<file path="config.mk">
export PLATFORM = sky130hd
export DESIGN_NAME = floppy_sector_interleave_mapper_unit
export DESIGN_NICKNAME = d
export VERILOG_FILES = /design/src/rtl/fsim_pkg.sv /design/src/rtl/fsim_front.sv /design/src/rtl/fsim_fifo.sv /design/src/rtl/fsim_div.sv /design/src/rtl/fsim_back.sv /design/src/rtl/floppy_sector_interleave_mapper_unit.sv
export SDC_FILE = /design/constraint.sdc
export NUM_CORES = 1
export LEC_CHECK = 0
export BUFFER_PORTS_ARGS = -buffer_cell sky130_fd_sc_hd__buf_4
export CELL_PAD_IN_SITES_DETAIL_PLACEMENT = 1
export CELL_PAD_IN_SITES_GLOBAL_PLACEMENT = 2
export CORE_AREA = 2 2 185 260
export CTS_CLUSTER_SIZE = 10
export DETAILED_ROUTE_END_ITERATION = 7
export DIE_AREA = 0 0 187 262
export GPL_TIMING_DRIVEN = 0
export PLACE_DENSITY_LB_ADDON = 0.1
export SYNTH_ARGS = -nofsm -noshare
export SYNTH_HDL_FRONTEND = slang
export SYNTH_SLANG_ARGS = --single-unit
</file>
<file path="constraint.sdc">
create_clock -name clk -period 6.25 [get_ports clk]
set_clock_uncertainty 0.1 [all_clocks]
set_input_delay 1.25 -clock clk [delete_from_list [all_inputs] [get_ports clk]]
set_output_delay 1.25 -clock clk [all_outputs]
set_load 0.01 [all_outputs]
</file>
<file path="src/rtl/fsim_pkg.sv">
// Shared types and constants for the floppy sector interleave mapper.
// No dependencies; every other file imports this package.
package fsim_pkg;

  localparam int SECTOR_BYTES = 128;
  localparam int MAX_SECTORS  = 64;
  localparam int CFG_W        = 12;
  localparam int SEC_W        = 14;
  localparam int DIV_W        = 20;
  localparam int DIV_CNT_W    = 5;
  localparam int FIFO_DEPTH   = 4;
  localparam int FIFO_AW      = 2;

  // Configuration register indexes
  typedef enum logic [2:0] {
    REG_SPT    = 3'd0,
    REG_SPB    = 3'd1,
    REG_TSEC   = 3'd2,
    REG_TBLK   = 3'd3,
    REG_INC    = 3'd4,
    REG_IL     = 3'd5,
    REG_SKEW   = 3'd6,
    REG_OFFSET = 3'd7
  } cfg_idx_t;

  typedef struct packed {
    logic [9:0]  block_number;
    logic [13:0] byte_count;
  } req_t;

  typedef struct packed {
    logic [6:0] track;
    logic [5:0] phys_sector;
    logic       last;
    logic       error;
  } res_t;

  typedef struct packed {
    logic [5:0]  sectors_per_track;
    logic [3:0]  sectors_per_block;
    logic [11:0] total_sectors;
    logic [9:0]  total_blocks;
    logic [5:0]  sector_increment;
    logic [5:0]  interleave;
    logic [5:0]  track_skew;
    logic [1:0]  track_offset;
  } cfg_t;

  // One sector job queued between front and back
  typedef struct packed {
    logic [SEC_W-1:0] sector;
    logic             last;
    logic             error;
  } job_t;

  typedef struct packed {
    logic             start;
    logic [DIV_W-1:0] dividend;
    logic [5:0]       divisor;
  } div_req_t;

  typedef struct packed {
    logic             done;
    logic [DIV_W-1:0] quot;
    logic [5:0]       rem;
  } div_rsp_t;

endpackage

</file>
<file path="src/rtl/fsim_front.sv">
// Front end: takes a request, checks the block number and expands the run
// into one queued job per sector. Depends on fsim_pkg.
module fsim_front import fsim_pkg::*; (
  input  logic clk,
  input  logic rst_n,
  input  logic accept,
  input  req_t req,
  input  cfg_t cfg,
  input  logic q_full,
  output logic q_push,
  output job_t q_job,
  output logic busy
);

  typedef enum logic [1:0] {
    F_IDLE = 2'b01,
    F_RUN  = 2'b10
  } fstate_t;

  fstate_t          state_r, state_nxt;
  logic [SEC_W-1:0] sec_r, sec_nxt;
  logic [13:0]      bytes_r, bytes_nxt;
  logic [5:0]       cnt_r, cnt_nxt;
  logic             err_r, err_nxt;
  logic [13:0]      bytes_left;
  logic             more;

  // Bytes left once the current sector is taken, and whether the run goes on
  always_comb begin
    bytes_left = (bytes_r > 14'(SECTOR_BYTES)) ? bytes_r - 14'(SECTOR_BYTES) : 14'd0;
    more = (bytes_left != 14'd0) &&
           ((sec_r + SEC_W'(1)) < {2'b00, cfg.total_sectors}) &&
           (cnt_r != 6'(MAX_SECTORS - 1));
  end

  // Issue one sector job per cycle while the queue has room
  always_comb begin
    state_nxt = state_r;
    sec_nxt   = sec_r;
    bytes_nxt = bytes_r;
    cnt_nxt   = cnt_r;
    err_nxt   = err_r;
    q_push    = 1'b0;
    q_job     = '{sector: sec_r, last: !more || err_r, error: err_r};
    unique case (state_r)
      F_IDLE: begin
        if (accept) begin
          state_nxt = F_RUN;
          err_nxt   = (req.block_number >= cfg.total_blocks);
          sec_nxt   = {4'b0, req.block_number} * {10'b0, cfg.sectors_per_block};
          bytes_nxt = req.byte_count;
          cnt_nxt   = 6'd0;
        end
      end
      F_RUN: begin
        if (!q_full) begin
          q_push = 1'b1;
          if (err_r || !more) begin
            state_nxt = F_IDLE;
          end else begin
            sec_nxt   = sec_r + SEC_W'(1);
            bytes_nxt = bytes_left;
            cnt_nxt   = cnt_r + 6'd1;
          end
        end
      end
      default: state_nxt = F_IDLE;
    endcase
  end

  always_ff @(posedge clk) begin
    if (!rst_n) begin
      state_r <= F_IDLE;
    end else begin
      state_r <= state_nxt;
    end
    sec_r   <= sec_nxt;
    bytes_r <= bytes_nxt;
    cnt_r   <= cnt_nxt;
    err_r   <= err_nxt;
  end

  assign busy = (state_r == F_RUN);

endmodule

</file>
<file path="src/rtl/fsim_fifo.sv">
// Short job queue between the front and back ends.
// Depends on fsim_pkg.
module fsim_fifo import fsim_pkg::*; (
  input  logic clk,
  input  logic rst_n,
  input  logic push,
  input  job_t push_job,
  input  logic pop,
  output job_t pop_job,
  output logic full,
  output logic empty
);

  job_t               mem_r [FIFO_DEPTH];
  logic [FIFO_AW-1:0] wr_ptr_r, rd_ptr_r;
  logic [FIFO_AW:0]   count_r;

  assign full    = (count_r == (FIFO_AW+1)'(FIFO_DEPTH));
  assign empty   = (count_r == '0);
  assign pop_job = mem_r[rd_ptr_r];

  // Store entries
  always_ff @(posedge clk) begin
    if (push) begin
      mem_r[wr_ptr_r] <= push_job;
    end
  end

  // Advance pointers and occupancy
  always_ff @(posedge clk) begin
    if (!rst_n) begin
      wr_ptr_r <= '0;
      rd_ptr_r <= '0;
      count_r  <= '0;
    end else begin
      if (push) begin
        wr_ptr_r <= wr_ptr_r + FIFO_AW'(1);
      end
      if (pop) begin
        rd_ptr_r <= rd_ptr_r + FIFO_AW'(1);
      end
      if (push && !pop) begin
        count_r <= count_r + (FIFO_AW+1)'(1);
      end else if (pop && !push) begin
        count_r <= count_r - (FIFO_AW+1)'(1);
      end
    end
  end

endmodule

</file>
<file path="src/rtl/fsim_div.sv">
// Radix-2 restoring divider, one quotient bit per cycle, shared by the
// back end for track, group and sector reductions. Depends on fsim_pkg.
module fsim_div import fsim_pkg::*; (
  input  logic     clk,
  input  logic     rst_n,
  input  div_req_t req,
  output div_rsp_t rsp
);

  logic [DIV_W-1:0]     q_r;
  logic [5:0]           r_r;
  logic [5:0]           dvs_r;
  logic [DIV_CNT_W-1:0] cnt_r;
  logic                 act_r;
  logic                 done_r;
  logic [6:0]           trial;
  logic                 ge;

  // Trial subtract of the next partial remainder
  always_comb begin
    trial = {r_r, q_r[DIV_W-1]};
    ge    = (trial >= {1'b0, dvs_r});
  end

  always_ff @(posedge clk) begin
    if (req.start) begin
      q_r   <= req.dividend;
      r_r   <= 6'd0;
      dvs_r <= req.divisor;
    end else if (act_r) begin
      q_r <= {q_r[DIV_W-2:0], ge};
      r_r <= ge ? 6'(trial - {1'b0, dvs_r}) : trial[5:0];
    end
  end

  // Count steps and flag completion
  always_ff @(posedge clk) begin
    if (!rst_n) begin
      act_r  <= 1'b0;
      done_r <= 1'b0;
      cnt_r  <= '0;
    end else begin
      done_r <= 1'b0;
      if (req.start) begin
        act_r <= 1'b1;
        cnt_r <= DIV_CNT_W'(DIV_W);
      end else if (act_r) begin
        cnt_r <= cnt_r - DIV_CNT_W'(1);
        if (cnt_r == DIV_CNT_W'(1)) begin
          act_r  <= 1'b0;
          done_r <= 1'b1;
        end
      end
    end
  end

  assign rsp = '{done: done_r, quot: q_r, rem: r_r};

endmodule

</file>
<file path="src/rtl/fsim_back.sv">
// Back end: pops sector jobs and maps each to a physical track and sector
// with the shared divider. Depends on fsim_pkg and fsim_div.
module fsim_back import fsim_pkg::*; (
  input  logic clk,
  input  logic rst_n,
  input  cfg_t cfg,
  input  logic q_empty,
  input  job_t q_job,
  output logic q_pop,
  output logic out_valid,
  output res_t out_res,
  output logic busy
);

  typedef enum logic [4:0] {
    B_IDLE    = 5'b00001,
    B_DIV_TRK = 5'b00010,
    B_DIV_IL  = 5'b00100,
    B_SUM     = 5'b01000,
    B_DIV_SEC = 5'b10000
  } bstate_t;

  bstate_t          state_r, state_nxt;
  div_req_t         div_req_r, div_req_nxt;
  div_rsp_t         div_rsp;
  logic [SEC_W-1:0] trk_r, trk_nxt;
  logic             last_r, last_nxt;
  logic [12:0]      grp_r, grp_nxt;
  logic [DIV_W-1:0] skw_r, skw_nxt;
  logic             vld_r, vld_nxt;
  res_t             res_r, res_nxt;
  logic [5:0]       spt_eff, il_eff;

  // Zero modulus or interleave acts as one
  assign spt_eff = (cfg.sectors_per_track == 6'd0) ? 6'd1 : cfg.sectors_per_track;
  assign il_eff  = (cfg.interleave == 6'd0) ? 6'd1 : cfg.interleave;

  fsim_div u_div (
    .clk   (clk),
    .rst_n (rst_n),
    .req   (div_req_r),
    .rsp   (div_rsp)
  );

  // Sequence divide, multiply and reduce steps for one sector, or pass an error job straight to a result
  always_comb begin
    state_nxt   = state_r;
    div_req_nxt = '{start: 1'b0, dividend: div_req_r.dividend, divisor: div_req_r.divisor};
    trk_nxt     = trk_r;
    last_nxt    = last_r;
    grp_nxt     = grp_r;
    skw_nxt     = skw_r;
    vld_nxt     = 1'b0;
    res_nxt     = res_r;
    q_pop       = 1'b0;
    unique case (state_r)
      B_IDLE: begin
        if (!q_empty) begin
          q_pop = 1'b1;
          if (q_job.error) begin
            vld_nxt = 1'b1;
            res_nxt = '{track: 7'd0, phys_sector: 6'd0, last: 1'b1, error: 1'b1};
          end else begin
            last_nxt    = q_job.last;
            div_req_nxt = '{start: 1'b1, dividend: DIV_W'(q_job.sector), divisor: spt_eff};
            state_nxt   = B_DIV_TRK;
          end
        end
      end
      B_DIV_TRK: begin
        if (div_rsp.done) begin
          trk_nxt     = div_rsp.quot[SEC_W-1:0];
          div_req_nxt = '{start: 1'b1, dividend: DIV_W'(div_rsp.rem), divisor: il_eff};
          state_nxt   = B_DIV_IL;
        end
      end
      B_DIV_IL: begin
        if (div_rsp.done) begin
          grp_nxt   = 13'({6'b0, div_rsp.rem} * {6'b0, cfg.sector_increment})
                      + 13'(div_rsp.quot[5:0]);
          skw_nxt   = DIV_W'(trk_r) * DIV_W'(cfg.track_skew);
          state_nxt = B_SUM;
        end
      end
      B_SUM: begin
        div_req_nxt = '{start: 1'b1, dividend: skw_r + DIV_W'(grp_r), divisor: spt_eff};
        state_nxt   = B_DIV_SEC;
      end
      B_DIV_SEC: begin
        if (div_rsp.done) begin
          vld_nxt   = 1'b1;
          res_nxt   = '{track: trk_r[6:0] + 7'(cfg.track_offset),
                        phys_sector: div_rsp.rem + 6'd1,
                        last: last_r, error: 1'b0};
          state_nxt = B_IDLE;
        end
      end
      default: state_nxt = B_IDLE;
    endcase
  end

  always_ff @(posedge clk) begin
    if (!rst_n) begin
      state_r         <= B_IDLE;
      div_req_r.start <= 1'b0;
      vld_r           <= 1'b0;
    end else begin
      state_r         <= state_nxt;
      div_req_r.start <= div_req_nxt.start;
      vld_r           <= vld_nxt;
    end
    div_req_r.dividend <= div_req_nxt.dividend;
    div_req_r.divisor  <= div_req_nxt.divisor;
    trk_r              <= trk_nxt;
    last_r             <= last_nxt;
    grp_r              <= grp_nxt;
    skw_r              <= skw_nxt;
    res_r              <= res_nxt;
  end

  assign out_valid = vld_r;
  assign out_res   = res_r;
  assign busy      = (state_r != B_IDLE);

endmodule

</file>
<file path="src/rtl/floppy_sector_interleave_mapper_unit.sv">
// Top level of the floppy sector interleave mapper: configuration registers,
// front end, job queue and back end. Depends on fsim_pkg and all fsim_* modules.
//
// Usage:
//   Request channel: drive in_req (block number, byte count) and raise start;
//   the request is taken at a rising edge where start is high and busy is low.
//   busy stays high until the cycle that shows the last result of the request.
//   Result channel: each result is shown on out_res for one cycle with
//   out_valid high. The receiver cannot stall; every strobe is one result.
//   A bad block number gives a single result with error and last set.
//   Otherwise one result per 128-byte sector, at least one and at most 64,
//   the final one with last set.
//   Configuration: cfg_we with cfg_addr and cfg_wdata writes one register
//   at the clock edge; write only while busy is low.
//   Mapping: the back end maps a sector with three divider passes (track,
//   group, sector) and pops the next job only once it is back in idle; the
//   front end feeds it one job per cycle while the queue has room. An error
//   job needs no divider pass and gives its result straight away.
//   Reset (rst_n low, synchronous) loads the default geometry and empties
//   the queue and both ends.
module floppy_sector_interleave_mapper_unit import fsim_pkg::*; (
  input  logic             clk,
  input  logic             rst_n,
  input  logic             start,
  input  req_t             in_req,
  output logic             busy,
  output logic             out_valid,
  output res_t             out_res,
  input  logic             cfg_we,
  input  logic [2:0]       cfg_addr,
  input  logic [CFG_W-1:0] cfg_wdata
);

  cfg_t cfg_r;
  logic front_busy, back_busy;
  logic q_push, q_pop, q_full, q_empty;
  job_t push_job, pop_job;
  logic accept;

  // Configuration registers
  always_ff @(posedge clk) begin
    if (!rst_n) begin
      cfg_r <= '{sectors_per_track: 6'd26, sectors_per_block: 4'd4,
                 total_sectors: 12'd2002, total_blocks: 10'd500,
                 sector_increment: 6'd2, interleave: 6'd13,
                 track_skew: 6'd6, track_offset: 2'd0};
    end else if (cfg_we) begin
      unique case (cfg_idx_t'(cfg_addr))
        REG_SPT:    cfg_r.sectors_per_track <= cfg_wdata[5:0];
        REG_SPB:    cfg_r.sectors_per_block <= cfg_wdata[3:0];
        REG_TSEC:   cfg_r.total_sectors     <= cfg_wdata;
        REG_TBLK:   cfg_r.total_blocks      <= cfg_wdata[9:0];
        REG_INC:    cfg_r.sector_increment  <= cfg_wdata[5:0];
        REG_IL:     cfg_r.interleave        <= cfg_wdata[5:0];
        REG_SKEW:   cfg_r.track_skew        <= cfg_wdata[5:0];
        REG_OFFSET: cfg_r.track_offset      <= cfg_wdata[1:0];
        default:    cfg_r <= cfg_r;
      endcase
    end
  end

  assign accept = start && !busy;
  assign busy   = front_busy || !q_empty || back_busy;

  fsim_front u_front (
    .clk    (clk),
    .rst_n  (rst_n),
    .accept (accept),
    .req    (in_req),
    .cfg    (cfg_r),
    .q_full (q_full),
    .q_push (q_push),
    .q_job  (push_job),
    .busy   (front_busy)
  );

  fsim_fifo u_fifo (
    .clk      (clk),
    .rst_n    (rst_n),
    .push     (q_push),
    .push_job (push_job),
    .pop      (q_pop),
    .pop_job  (pop_job),
    .full     (q_full),
    .empty    (q_empty)
  );

  fsim_back u_back (
    .clk       (clk),
    .rst_n     (rst_n),
    .cfg       (cfg_r),
    .q_empty   (q_empty),
    .q_job     (pop_job),
    .q_pop     (q_pop),
    .out_valid (out_valid),
    .out_res   (out_res),
    .busy      (back_busy)
  );

endmodule
</file>
# Word level (Yosys, flattened, before mapping)
# Memory sizes are Yosys's and may differ from the RTL's. A register that Yosys moved wholly into a read port is not among the register bits.
# Index checks and enable logic that the tools add are counted.
# word_totals
register_bits,231
latchBits,0
mem_bits_rw,64
romBits,0
input_bits,43
out_inout_bits,17
word_cells,187
memories,1
# classes
add_sub_neg,13
mul,3
div_mod_pow,0
n_lt_le_gt_ge,4
eq_ne,28
shift,0
muxes,56
bitwise_logic,4
reduce_logical,42
# mem_list
name,words,width,rd,rd_ports_with_merged_regs,write_ports,line_no,rtl
u_fifo.mem_r,4,16,1,1,1,fsim_fifo.sv:14,job_t mem_r [FIFO_DEPTH];
# ops
cell,n
2-to-1 mux 14 bit,7
2-to-1 mux 27 bit,3
one-hot mux 27 bit (3 select lines),1
one-hot mux 14 bit (2 select lines),2
2-to-1 mux 15 bit,3
2-to-1 mux 20 bit,2
2-to-1 mux 6 bit,6
2-to-1 mux 5 bit,7
one-hot mux 15 bit (2 select lines),1
one-hot mux 5 bit (5 select lines),1
AND reduction 2 bit,11
adder 20 x 13 -> 20 bit,1
multiplier 14 x 6 -> 20 bit,1
"inequality test 2 bit, second input constant",9
"== test 3 bit, second input constant",5
"adder 14 x 1 -> 14 bit, second input constant",1
"> comparator 14 x 8 -> 1 bit, second input constant",1
less-than comparator 14 x 12 -> 1 bit,1
multiplier 10 x 4 -> 14 bit,1
nonzero test 14 bit,1
"subtractor 14 x 8 -> 14 bit, second input constant",1
adder 12 x 6 -> 13 bit,1
2-to-1 mux 1 bit,13
"adder 6 x 1 -> 6 bit, second input constant",2
39 further kinds,68

# Logic depth before layout (Yosys ltp)
# Gate-level depths: netlist (run 1).
# logic_depth
word_depth,10
ltp_mapped,17

# Hierarchy
# Synthesis (run 1) repeated with hierarchy kept, for this count alone.
# unflattened
cells_unflattened,1703
hier_area_um2,18870.6
# by_module_without_submodules
mod,instances,cells_per_inst,area_each_um2,seq_area_each_um2
fsim_back,1,801,8343.0,2812.7
fsim_front,1,413,3697.3,1091.0
fsim_fifo,1,127,2791.4,2102.0
floppy_sector_interleave_mapper_unit,1,207,2128.3,1041.0
fsim_div,1,155,1910.6,1041.0

# Worst setup path before layout (run 1)
# No wires, ideal clock.
# synth_path
path_type,reg2reg
startpoint,register u_back.u_div.r_r[0]
endpoint,register u_back.grp_r[12] (data pin)
arrival_ns,4.369
path_slack_ns,1.519
path_stages_with_launch,17
n_path_buf,1
synth_period_minus_slack_ns,4.731
cell_sequence,dfxtp_1 clkbuf_1 nand2_1 fa_1 fa_1 inv_1 fa_1 inv_1 fa_1 inv_1 ha_1 o21ai_0 inv_1 o221a_2 a311oi_1 a21oi_1 xor2_1
# synth_between
elab_chain_cells,2
# synth_lines
item,line_no,rtl
from (decl),fsim_div.sv:11,logic [5:0] r_r;
from (signal assigned),fsim_div.sv:32,"r_r <= ge ? 6'(trial - {1'b0, dvs_r}) : trial[5:0];"
multiplier 6 x 6 -> 12 bit,fsim_back.sv:79,"grp_nxt = 13'({6'b0, div_rsp.rem} * {6'b0, cfg.sector_increment})"
adder 12 x 6 -> 13 bit,fsim_back.sv:80,+ 13'(div_rsp.quot[5:0]);
to (signal assigned),fsim_back.sv:116,grp_r <= grp_nxt;
to (decl),fsim_back.sv:28,"logic [12:0] grp_r, grp_nxt;"
# Every way passes these cells.
# A chain may end at the register's enable or synchronous reset.

# Final worst setup path (run 1)
# Same ends and word-level chain as after synthesis.

==> reports/results.ini, run 1 <==
[final_layout]
n_antenna_cell=0
areaGrowthSynthToFinish_pct=12.4
final_nets=2039
drive_above_1_share_pct=9.50
design_area_um2=20800

[placement]
hpwlAfterDp_mm=37.6
io_buffers=54
gp_congestion=0.775
placed_area_um2=19800

[timing]
setup_viol=0
relSlewSlack_pct=30.3
rsz0062_at_grt=no
period_minus_slack_ns=5.37
fmax_mhz=186
finalHoldViolations=0
worstMarginPinSlew_ns=1.04
fin_crit_sh_pct=85.9
slew_viol_final=0

[clocking]
clk_pin_slew_worst_paths_ns=0.05
numCtsBuffers=36
clk_latency_ns=0.52
cts_htree_levels=2
cts.sinks=297
clock_path_buffers=3
cts_root_buf=clkbuf_16
cts_tree=built
post_cts_buffers=0
cts_resized=0
cts_hold_buffers=0

[logic_synthesis]
syn_inst=1678
synth_edf_count=214
syn_area_per_cell_um2=11.0
synth_area_leader_cell=edfxtp_1
yosysMostFrequentCell=edfxtp_1
synth_area_um2=18500
synth_area_leaders=edfxtp_1, fa_1, ha_1
syn_nets=1943
yosysTopAreaCellShare_pct=34.7
yosysWarnings=0
ys.flop_type=edfxtp_1
yosysSeqAreaShare_pct=43.7
yosys-top-cells-count=edfxtp_1, nand2_1, inv_1
ys_ff_latch=297
ys_async_sr_fraction_pct=0
synth_cell_types=78

[setup_path]
crit_required_ns=6.41
crit_path_start_kind=flip-flop
reg2reg_slack_ns=0.88
crit_type=flip-flop to flip-flop
path_cells=clkbuf_1, nand2_1, fa_1, fa_1, inv_1, fa_1, inv_1, fa_1, inv_1, ha_1, o21ai_0, inv_1, o221a_2, a311oi_1, a21oi_1, xor2_1
slowest_stage=fa_1
crit_path_end_kind=flip-flop
worstPathArrival_ns=5.53
max_stage_delay_ns=0.55
crit_fanout=10

[power_and_ir_drop]
p_leak_nw=8.45
total_power_mw=6.75
p_per_area_nw_per_um2=325
swShare_pct=31.8
ir_drop_mv=0.165
intPower_mw=4.61
p_comb_share_pct=28.7
p_sw_mw=2.15
pwr-share-seq_pct=43.1
clock_power_share_pct=28.2

[floorplan]
floorplan.initialDensity_pct=39.6
die_area_um2=49000
die_h_um=262
rows=94
die_w_um=187
io_pins=60
coreArea_um2=46700

[grt]
antenna_found_initial=0
grt_pass1_vias=13711
grt_max_degree=34
grt_remaining_overflow=0
grt_pass1_wl_mm=75.2
track_usage_pct=19.7

[drt]
firstDrtPassIters=5
num_vias=12402
vias_per_cell=5.14
remaining_drc_errors=0
ant_nets=0
wirelength_mm=47.1
drt_first_iter_violations=545
wl_per_cell_um=19.5

[run]
drv_cap=0

[worst_hold_path]
min-delay-path-class=flip-flop to flip-flop

[run_status]
status=completed

==> power by group through the flow <==
stage          Clock, mW  Sequential [mW]  Combinational, mW
5_1_grt             2.02             2.96               2.17
3_3_place_gp           0             2.96               1.87
2_1_floorplan          0             2.89               1.32
6_report            1.90             2.91               1.94
3_5_place_dp           0             2.96               1.97
4_1_cts             1.96             2.92               1.99
==> flip-flops by register name, indices dropped and copies added (netlist names), 14 cells and up, named ones only <==
| name | flops |
|---|---|
| u_back.skw_r | 20 |
| u_fifo.mem_r | 64 |
| cfg_r | 52 |
| u_back.div_req_r | 27 |
| u_front.bytes_r | 14 |
| u_back.u_div.q_r | 20 |
| u_back.trk_r | 14 |
| u_front.sec_r | 14 |
| u_back.out_res | 15 |
==> final timing paths <==
check | startpoint | endpoint | cells after the start
setup / recovery | u_back.u_div.r_r[0] | u_back.grp_r[12] | 16
hold / removal | u_back.div_req_r[1] | u_back.u_div.dvs_r[1] | 0
setup reg to reg | u_back.u_div.r_r[0] | u_back.grp_r[12] | 16
hold reg to reg | u_back.div_req_r[1] | u_back.u_div.dvs_r[1] | 0
==> per-stage QoR <==
step	worst slack, ns	instances	TNS (ns)	hold slack (ns)	utilization [%]
floorplan	1.52	1678	0	0.300	-
global placement	-0.616	2356	-20.83	0.305	42.1
detailed placement	0.857	2360	0	0.311	42.3
CTS	0.826	2414	0	0.323	44.5
global route	0.533	2414	0	0.328	44.5
finish	0.879	2414	0	0.322	44.5
==> per-layer routing <==
| metal | wire [um] | vias up | part of all wire (%) | track usage, % |
|---|---|---|---|---|
| met5 | 0 | - | 0 | 0 |
| met4 | 1300 | 0 | 2.8 | 6.33 |
| met3 | 876 | 57 | 1.9 | 1.95 |
| met2 | 26600 | 131 | 57 | 39.9 |
| met1 | 18300 | 6206 | 39 | 21.2 |
| li1 | - | 6008 | - | - |
==> worst max-delay path: cells and delay by family (launching register included) <==
| kind | cells | cell delay (ns) |
|---|---|---|
| AND/OR/NAND/NOR | 1 | 0.16 |
| XOR/XNOR | 1 | 0.17 |
| AO/OA/AOI/OAI | 4 | 1.08 |
| adder cells (fa/ha/maj) | 5 | 2.48 |
| flip-flops | 1 | 0.41 |
| buffers and inverters | 5 | 0.70 |
==> layout make-up <==
type                    count  area (um2)
fillers                  5104       25900
multi-input cells        1150        9540
clock buffers              50        1020
flip-flops and latches    297        8090
well taps                 624         781
repair buffers             58         459
plain buffers              60         244
clock inverters             4        27.5
inverters                 171         642
==> logic make-up (layout without fill, tap and decap cells) <==
group	count (synthesis)	after routing	synth area share (%)
and+or+nand+nor	524	524	14.6
buffers and inverters	231	343	4.79
DFF	297	297	43.7
adders and majority gates	222	222	18.6
muxes	65	65	4.73
AOI/OAI and AO/OA	258	258	9.63
xor gates and xnor gates	81	81	3.84
==> layout by cell type (no fill, tap or decap), types with 13 or more instances in the layout <==
| master | Yosys | final |
|---|---|---|
| a211oi_1 | 17 | 17 |
| a21boi_0 | 14 | 14 |
| a21o_1 | 15 | 15 |
| a21oi_1 | 42 | 41 |
| and2_1 | 140 | 139 |
| buf_4 | 1 | 56 |
| clkbuf_1 | 51 | 62 |
| clkbuf_16 | 0 | 39 |
| dfxtp_1 | 83 | 83 |
| edfxtp_1 | 214 | 214 |
| fa_1 | 89 | 89 |
| ha_1 | 133 | 133 |
| inv_1 | 171 | 171 |
| mux2_2 | 19 | 19 |
| mux2i_1 | 30 | 30 |
| mux4_2 | 16 | 16 |
| nand2_1 | 172 | 172 |
| nand3_1 | 30 | 30 |
| nor2_1 | 64 | 64 |
| nor2b_1 | 30 | 30 |
| nor3_1 | 14 | 13 |
| o211ai_1 | 15 | 15 |
| o21a_1 | 17 | 17 |
| o21ai_0 | 63 | 63 |
| o31ai_1 | 16 | 16 |
| xnor2_1 | 46 | 46 |
| xor2_1 | 35 | 35 |
(Power assumes the default switching activity.)
==> run 2: changes to the inputs <==
==> constraint.sdc (replaced) <==
create_clock -name clk -period 5.66 [get_ports clk]
set_clock_uncertainty 0.1 [all_clocks]
set_input_delay 1.132 -clock clk [delete_from_list [all_inputs] [get_ports clk]]
set_output_delay 1.132 -clock clk [all_outputs]
set_load 0.01 [all_outputs]
==> reports/results.ini, run 2 (synthesized netlist as in run 1, its figures left out) <==
[setup_path]
max_stage_delay_ns=0.55  ; about the same
crit_start=u_back.u_div.r_r[2]  ; was u_back.u_div.r_r[0]
crit_fanout=10  ; unchanged
critPathBufInv=5  ; unchanged
path_cells=clkbuf_1, nand2_1, fa_1, fa_1, inv_1, fa_1, inv_1, fa_1, inv_1, ha_1, o21ai_0, inv_1, o221a_2, a311oi_1, a21oi_1, xor2_1  ; unchanged
slowest_stage=fa_1  ; unchanged
worstPathArrival_ns=5.51  ; was 5.53 ns
regToRegStartpoint=u_back.u_div.r_r[2]  ; was u_back.u_div.r_r[0]
crit_type=flip-flop to flip-flop  ; unchanged
path_delay_family=adder cells  ; unchanged
crit_path_end_kind=flip-flop  ; unchanged
crit_required_ns=5.82  ; was 6.41 ns
crit_path_start_kind=flip-flop  ; unchanged

[timing]
fmax_mhz=187  ; was 186 MHz
setup_viol=0  ; unchanged
relSlewSlack_pct=30.3  ; about the same
layout_setup_ws_ns=0.309  ; was 0.879 ns
finalHoldViolations=0  ; unchanged
rsz0062_at_grt=no  ; unchanged
hold_ws_ns=0.322  ; about the same
fin_crit_sh_pct=94.5  ; was 85.9%
period_minus_slack_ns=5.35  ; was 5.37 ns
slew_viol_final=0  ; unchanged
worstMarginPinSlew_ns=1.04  ; about the same

[power_and_ir_drop]
clock_power_share_pct=28.2  ; about the same
total_power_mw=7.46  ; was 6.75 mW
p_sw_mw=2.37  ; was 2.15 mW
intPower_mw=5.09  ; was 4.61 mW
p_per_area_nw_per_um2=359  ; was 325 nW/um2
pwr-share-seq_pct=43.1  ; about the same
p_comb_share_pct=28.7  ; about the same
swShare_pct=31.8  ; about the same
p_leak_nw=8.46  ; was 8.45 nW
ir_drop_mv=0.183  ; was 0.165 mV

[final_layout]
final_common_cell=edfxtp_1  ; unchanged
regMostFlops=u_fifo.mem_r  ; unchanged
drive_above_1_share_pct=9.55  ; was 9.50%
final_util_pct=44.5  ; about the same
fin_cells=2414  ; unchanged
largest_register_ffs=64  ; unchanged
final_cell_mix=edfxtp_1, nand2_1, inv_1, and2_1, ha_1  ; unchanged
fillers=5103  ; was 5,104
reg_top3=u_fifo.mem_r (64), cfg_r (52), u_back.div_req_r (27)  ; unchanged
n_antenna_cell=0  ; unchanged
final_nets=2039  ; unchanged
areaGrowthSynthToFinish_pct=12.5  ; was 12.4%

[worst_hold_path]
min-delay-path-class=flip-flop to flip-flop  ; unchanged
worstHoldStart=u_back.div_req_r[1]  ; unchanged

[placement]
gp_congestion=0.775  ; unchanged
place_ws_ns=0.267  ; was 0.857 ns
hpwlAfterDp_mm=37.6  ; unchanged
io_buffers=54  ; unchanged
placedCellCount=2360  ; unchanged

[drt]
vias_per_cell=5.14  ; about the same
ant_nets=0  ; unchanged
wl_per_cell_um=19.5  ; about the same
drt_first_iter_violations=545  ; unchanged
remaining_drc_errors=0  ; unchanged
firstDrtPassIters=5  ; unchanged
num_vias=12401  ; was 12,402
wirelength_mm=47.1  ; about the same

[clocking]
clk_pin_slew_worst_paths_ns=0.05  ; about the same
cts_hold_buffers=0  ; unchanged
clk_latency_ns=0.52  ; about the same
cts_htree_levels=2  ; unchanged
numCtsBuffers=36  ; unchanged
cts_root_buf=clkbuf_16  ; unchanged
cts_tree=built  ; unchanged
clock_path_buffers=3  ; unchanged
cts.sinks=297  ; unchanged

[floorplan]
coreArea_um2=46700  ; unchanged
die_h_um=262  ; unchanged
io_pins=60  ; unchanged
rows=94  ; unchanged
floorplan.initialDensity_pct=39.6  ; unchanged
die_w_um=187  ; unchanged
die_area_um2=49000  ; unchanged

[grt]
grt_remaining_overflow=0  ; unchanged
grt_pass1_wl_mm=75.2  ; unchanged
antenna_found_initial=0  ; unchanged
grt_pass1_vias=13711  ; unchanged
grt_max_degree=34  ; unchanged
track_usage_pct=19.7  ; unchanged

[run_status]
status=completed  ; unchanged

[run]
drv_cap=0  ; unchanged

[run 2: changes by cell type in the layout (fill, tap and decap cells not counted)]
cell      change
clkbuf_2      +1
clkbuf_1      -1
[run 2: worst paths after layout]
path / cells after the start / slack [ns] / endpoint
max: 16 / 0.31 / u_back.grp_r[12]
min: 0 / 0.32 / u_back.u_div.dvs_r[1]
max reg2reg: 16 / 0.31 / u_back.grp_r[12]
min reg2reg: 0 / 0.32 / u_back.u_div.dvs_r[1]
[run 2: repair_timing]
action                                  CTS  global route
gates resized for setup                   0             2
buffers inserted                          0             0
endpoints found under the setup margin    0             1
[run 2: layout make-up]
class,instances,area (um2),area share [%]
multi-input combinational,1150,9540,45.9
sequential,297,8090,38.9
timing repair buffer,58,459,2.21
clock inverter,4,27.5,0.132
inverter,171,642,3.09
buffer,60,245,1.18
tap,624,781,3.75
clock buffer,50,1020,4.89
[run 2: power groups by stage]
stage	Combinational, mW	Sequential, mW	Clock [mW]
after floorplan	1.45	3.20	0
after global placement	2.06	3.27	0
after detailed placement	2.18	3.27	0
after CTS	2.20	3.23	2.16
after global routing	2.40	3.27	2.24
final	2.14	3.22	2.10
[run 2: per-layer routing]
metal  wire length [um]  global-route usage [%]  vias up  part of all wire, %
met4               1300                    6.33        0                  2.8
met3                874                    1.95       57                  1.9
met5                  0                       0        -                    0
met2              26600                    39.9      131                   57
met1              18300                    21.2     6205                   39
li1                   -                       -     6008                    -
[run 2: per-stage QoR]
stage | TNS [ns] | instance area, um2
floorplan | 0 | 18500
global placement | -40.89 | 19700
detailed placement | 0 | 19800
CTS | 0 | 20800
global route | 0 | 20800
finish | 0 | 20800
==> run 3: changes to the inputs <==
--- a/config.mk
+++ b/config.mk
@@ -5,13 +5,14 @@
 export SDC_FILE = /design/constraint.sdc
 export NUM_CORES = 1
 export LEC_CHECK = 0
+export ABC_AREA = 1
 export BUFFER_PORTS_ARGS = -buffer_cell sky130_fd_sc_hd__buf_4
 export CELL_PAD_IN_SITES_DETAIL_PLACEMENT = 1
 export CELL_PAD_IN_SITES_GLOBAL_PLACEMENT = 2
-export CORE_AREA = 2 2 185 260
+export CORE_AREA = 2 2 167 292
 export CTS_CLUSTER_SIZE = 10
 export DETAILED_ROUTE_END_ITERATION = 7
-export DIE_AREA = 0 0 187 262
+export DIE_AREA = 0 0 169 294
 export GPL_TIMING_DRIVEN = 0
 export PLACE_DENSITY_LB_ADDON = 0.1
 export SYNTH_ARGS = -nofsm -noshare
==> reports/results.ini, run 3 <==
[final_layout]
reg_top3=u_fifo.mem_r (64), cfg_r (52), u_back.div_req_r (27)  ; unchanged
fillers=5598  ; was 5,103
areaGrowthSynthToFinish_pct=12.6  ; was 12.5%
final_cell_mix=nand2_1, inv_1, edfxtp_1, nor2_1, ha_1  ; was edfxtp_1, nand2_1, inv_1, and2_1, ha_1
final_nets=2518  ; was 2,039
final_util_pct=44.6  ; was 44.5%
final_common_cell=nand2_1  ; was edfxtp_1
largest_register_ffs=64  ; unchanged
fin_cells=2867  ; was 2,414
n_antenna_cell=0  ; unchanged
drive_above_1_share_pct=6.82  ; was 9.55%
regMostFlops=u_fifo.mem_r  ; unchanged

[power_and_ir_drop]
intPower_mw=4.71  ; was 5.09 mW
p_comb_share_pct=27.4  ; was 28.7%
p_sw_mw=2.46  ; was 2.37 mW
swShare_pct=34.3  ; was 31.8%
p_per_area_nw_per_um2=339  ; was 359 nW/um2
p_leak_nw=10.1  ; was 8.46 nW
clock_power_share_pct=29.6  ; was 28.2%
ir_drop_mv=0.193  ; was 0.183 mV
pwr-share-seq_pct=42.9  ; was 43.1%

[floorplan]
io_pins=60  ; unchanged
die_area_um2=49700  ; was 49,000 um2
floorplan.initialDensity_pct=39.6  ; about the same
rows=106  ; was 94
die_h_um=294  ; was 262 um
die_w_um=169  ; was 187 um
coreArea_um2=47500  ; was 46,700 um2

[setup_path]
crit_path_start_kind=flip-flop  ; unchanged
path_delay_family=adder cells  ; unchanged
reg2reg_slack_ns=0.65  ; was 0.31 ns
crit_type=flip-flop to flip-flop  ; unchanged
regToRegStartpoint=cfg_r[7]  ; was u_back.u_div.r_r[2]
path_cells=clkbuf_1, nand2_1, inv_1, fa_1, fa_1, inv_1, fa_1, inv_1, ha_1, a21oi_1, nand2_1, a21oi_1, o21ai_2, a21oi_1, o21ai_1, xor2_1  ; was clkbuf_1, nand2_1, fa_1, fa_1, inv_1, fa_1, inv_1, fa_1, inv_1, ha_1, o21ai_0, inv_1, o221a_2, a311oi_1, a21oi_1, xor2_1
r2r_cells=16  ; unchanged
r2r-end=u_back.skw_r[17]  ; was u_back.grp_r[12]
crit_required_ns=5.83  ; was 5.82 ns
critPathBufInv=4  ; was 5
slowest_stage=dfxtp_1  ; was fa_1
worstPathArrival_ns=5.19  ; was 5.51 ns
crit_path_end_kind=flip-flop  ; unchanged
crit_fanout=10  ; unchanged
max_stage_delay_ns=0.63  ; was 0.55 ns

[logic_synthesis]
ys.flop_type=edfxtp_1  ; unchanged
yosysMostFrequentCell=nand2_1  ; was edfxtp_1
yosys-top-cells-count=nand2_1, inv_1, edfxtp_1  ; was edfxtp_1, nand2_1, inv_1
yosysSeqAreaShare_pct=43.0  ; was 43.7%
synth_area_leader_cell=edfxtp_1  ; unchanged
yosysTopAreaCellShare_pct=34.2  ; was 34.7%
syn_area_per_cell_um2=8.74  ; was 11.0 um2
ys_async_sr_fraction_pct=0  ; unchanged
synth_area_um2=18800  ; was 18,500 um2
synth_cell_types=52  ; was 78
synth_edf_count=214  ; unchanged
yosysWarnings=0  ; unchanged
syn_nets=2416  ; was 1,943
syn_inst=2151  ; was 1,678
ys_ff_latch=297  ; unchanged
synth_area_leaders=edfxtp_1, nand2_1, fa_1  ; was edfxtp_1, fa_1, ha_1

[drt]
vias_per_cell=5.09  ; was 5.14
wl_per_cell_um=19.2  ; was 19.5 um
num_vias=14592  ; was 12,401
ant_nets=0  ; unchanged
firstDrtPassIters=4  ; was 5
drt_first_iter_violations=448  ; was 545
wirelength_mm=55.0  ; was 47.1 mm
remaining_drc_errors=0  ; unchanged

[clocking]
clk_pin_slew_worst_paths_ns=0.05  ; about the same
cts_htree_levels=2  ; unchanged
cts.sinks=297  ; unchanged
clock_path_buffers=3  ; unchanged
clk_latency_ns=0.54  ; was 0.52 ns
cts_root_buf=clkbuf_16  ; unchanged
cts_hold_buffers=0  ; unchanged
cts_tree=built  ; unchanged
post_cts_buffers=0  ; unchanged
cts_resized=0  ; unchanged
numCtsBuffers=36  ; unchanged

[placement]
gp_congestion=0.823  ; was 0.775
place_ws_ns=0.623  ; was 0.267 ns
placedCellCount=2809  ; was 2,360
hpwlAfterDp_mm=44.4  ; was 37.6 mm
io_buffers=57  ; was 54

[timing]
slew_viol_final=0  ; unchanged
fin_crit_sh_pct=88.6  ; was 94.5%
hold_ws_ns=0.321  ; was 0.322 ns
layout_setup_ws_ns=0.647  ; was 0.309 ns
relSlewSlack_pct=9.80  ; was 30.3%
finalHoldViolations=0  ; unchanged
rsz0062_at_grt=no  ; unchanged
period_minus_slack_ns=5.01  ; was 5.35 ns
worstMarginPinSlew_ns=1.35  ; was 1.04 ns
fmax_mhz=199  ; was 187 MHz
setup_viol=0  ; unchanged

[grt]
grt_remaining_overflow=0  ; unchanged
grt_max_degree=27  ; was 34
grt_pass1_wl_mm=87.7  ; was 75.2 mm
grt_pass1_vias=16477  ; was 13,711
antenna_found_initial=0  ; unchanged
track_usage_pct=22.9  ; was 19.7%

[run]
drv_cap=0  ; unchanged

[run_status]
status=completed  ; unchanged

[worst_hold_path]
min-delay-path-class=flip-flop to flip-flop  ; unchanged
hold_path_end=u_back.u_div.dvs_r[5]  ; was u_back.u_div.dvs_r[1]
hold_path_depth=0  ; unchanged
worstHoldStart=u_back.div_req_r[5]  ; was u_back.div_req_r[1]

run 3: cell count changes after synthesis, moves of 34 or more:
cell | previous run | this run
o21ai_0 | 63 | 107
a21oi_1 | 42 | 95
and2_1 | 140 | 0
inv_1 | 171 | 389
nand2_1 | 172 | 488
xnor2_1 | 46 | 12
nand3_1 | 30 | 75
nor2_1 | 64 | 183
run 3: power by group through the flow:
stage / sequential [mW] / combinational [mW] / clock (mW)
floorplan: 3.05 / 1.29 / 0
global placement: 3.12 / 1.92 / 0
detailed placement: 3.13 / 2.00 / 0
CTS: 3.08 / 2.01 / 2.17
global route: 3.12 / 2.24 / 2.24
finish: 3.08 / 1.96 / 2.12
run 3: kinds of logic after synthesis:
| family | count (synthesis) | synth area share [%] |
|---|---|---|
| fa+ha+maj | 222 | 18.3 |
| flops | 297 | 43.0 |
| buf+inv | 455 | 9.12 |
| simple gates | 815 | 17.8 |
| compound gates | 313 | 9.44 |
| xor+xnor | 49 | 2.28 |
run 3: layout make-up:
| class | instances | area (um2) | area share, % |
|---|---|---|---|
| clock buffer | 54 | 1010 | 4.78 |
| tap | 594 | 743 | 3.51 |
| timing repair buffer | 64 | 546 | 2.58 |
| inverter | 403 | 1510 | 7.15 |
| buffer | 52 | 203 | 0.958 |
| sequential | 297 | 8090 | 38.2 |
| multi-input combinational | 1399 | 9020 | 42.7 |
| clock inverter | 4 | 32.5 | 0.154 |
run 3: stage by stage:
stage	setup TNS (ns)	total power [mW]	instance area, um2
after floorplan	0	4.34	18800
after detailed placement	0	5.13	20100
after global placement	-6.49	5.04	20000
final	0	7.17	21200
after CTS	0	7.27	21200
after global routing	0	7.61	21200
run 3: worst max path at each step:
| stage | start | endpoint | slack, ns | cells past startpoint |
|---|---|---|---|---|
| after detailed placement | cfg_r[7] | u_back.skw_r[17] | 0.62 | 16 |
| after CTS | cfg_r[7] | u_back.skw_r[17] | 0.61 | 16 |
| after floorplan | u_back.u_div.r_r[0] | u_back.grp_r[10] | 1.28 | 18 |
| after global routing | cfg_r[7] | u_back.skw_r[17] | 0.32 | 16 |
| final | cfg_r[7] | u_back.skw_r[17] | 0.65 | 16 |
| after global placement | u_front.sec_r[0] | u_front.bytes_r[12] | -0.20 | 18 |
run 3: worst register-to-register path, stage by stage, from the launching register on:
cell and delay (ns):
dfxtp_1 0.63, clkbuf_1 0.60, nand2_1 0.10, inv_1 0.11
fa_1 0.42, fa_1 0.55, inv_1 0.06, fa_1 0.55
inv_1 0.05, ha_1 0.37, a21oi_1 0.15, nand2_1 0.10
a21oi_1 0.29, o21ai_2 0.16, a21oi_1 0.27, o21ai_1 0.11
xor2_1 0.15
run 3: layer usage:
| metal | vias to the layer above | GRT usage, % | wire length, um |
|---|---|---|---|
| li1 | 7130 | - | - |
| met1 | 7180 | 21.4 | 19100 |
| met2 | 185 | 48.4 | 32300 |
| met3 | 97 | 1.95 | 1020 |
| met4 | 0 | 10.3 | 2700 |
| met5 | - | 0 | 0 |
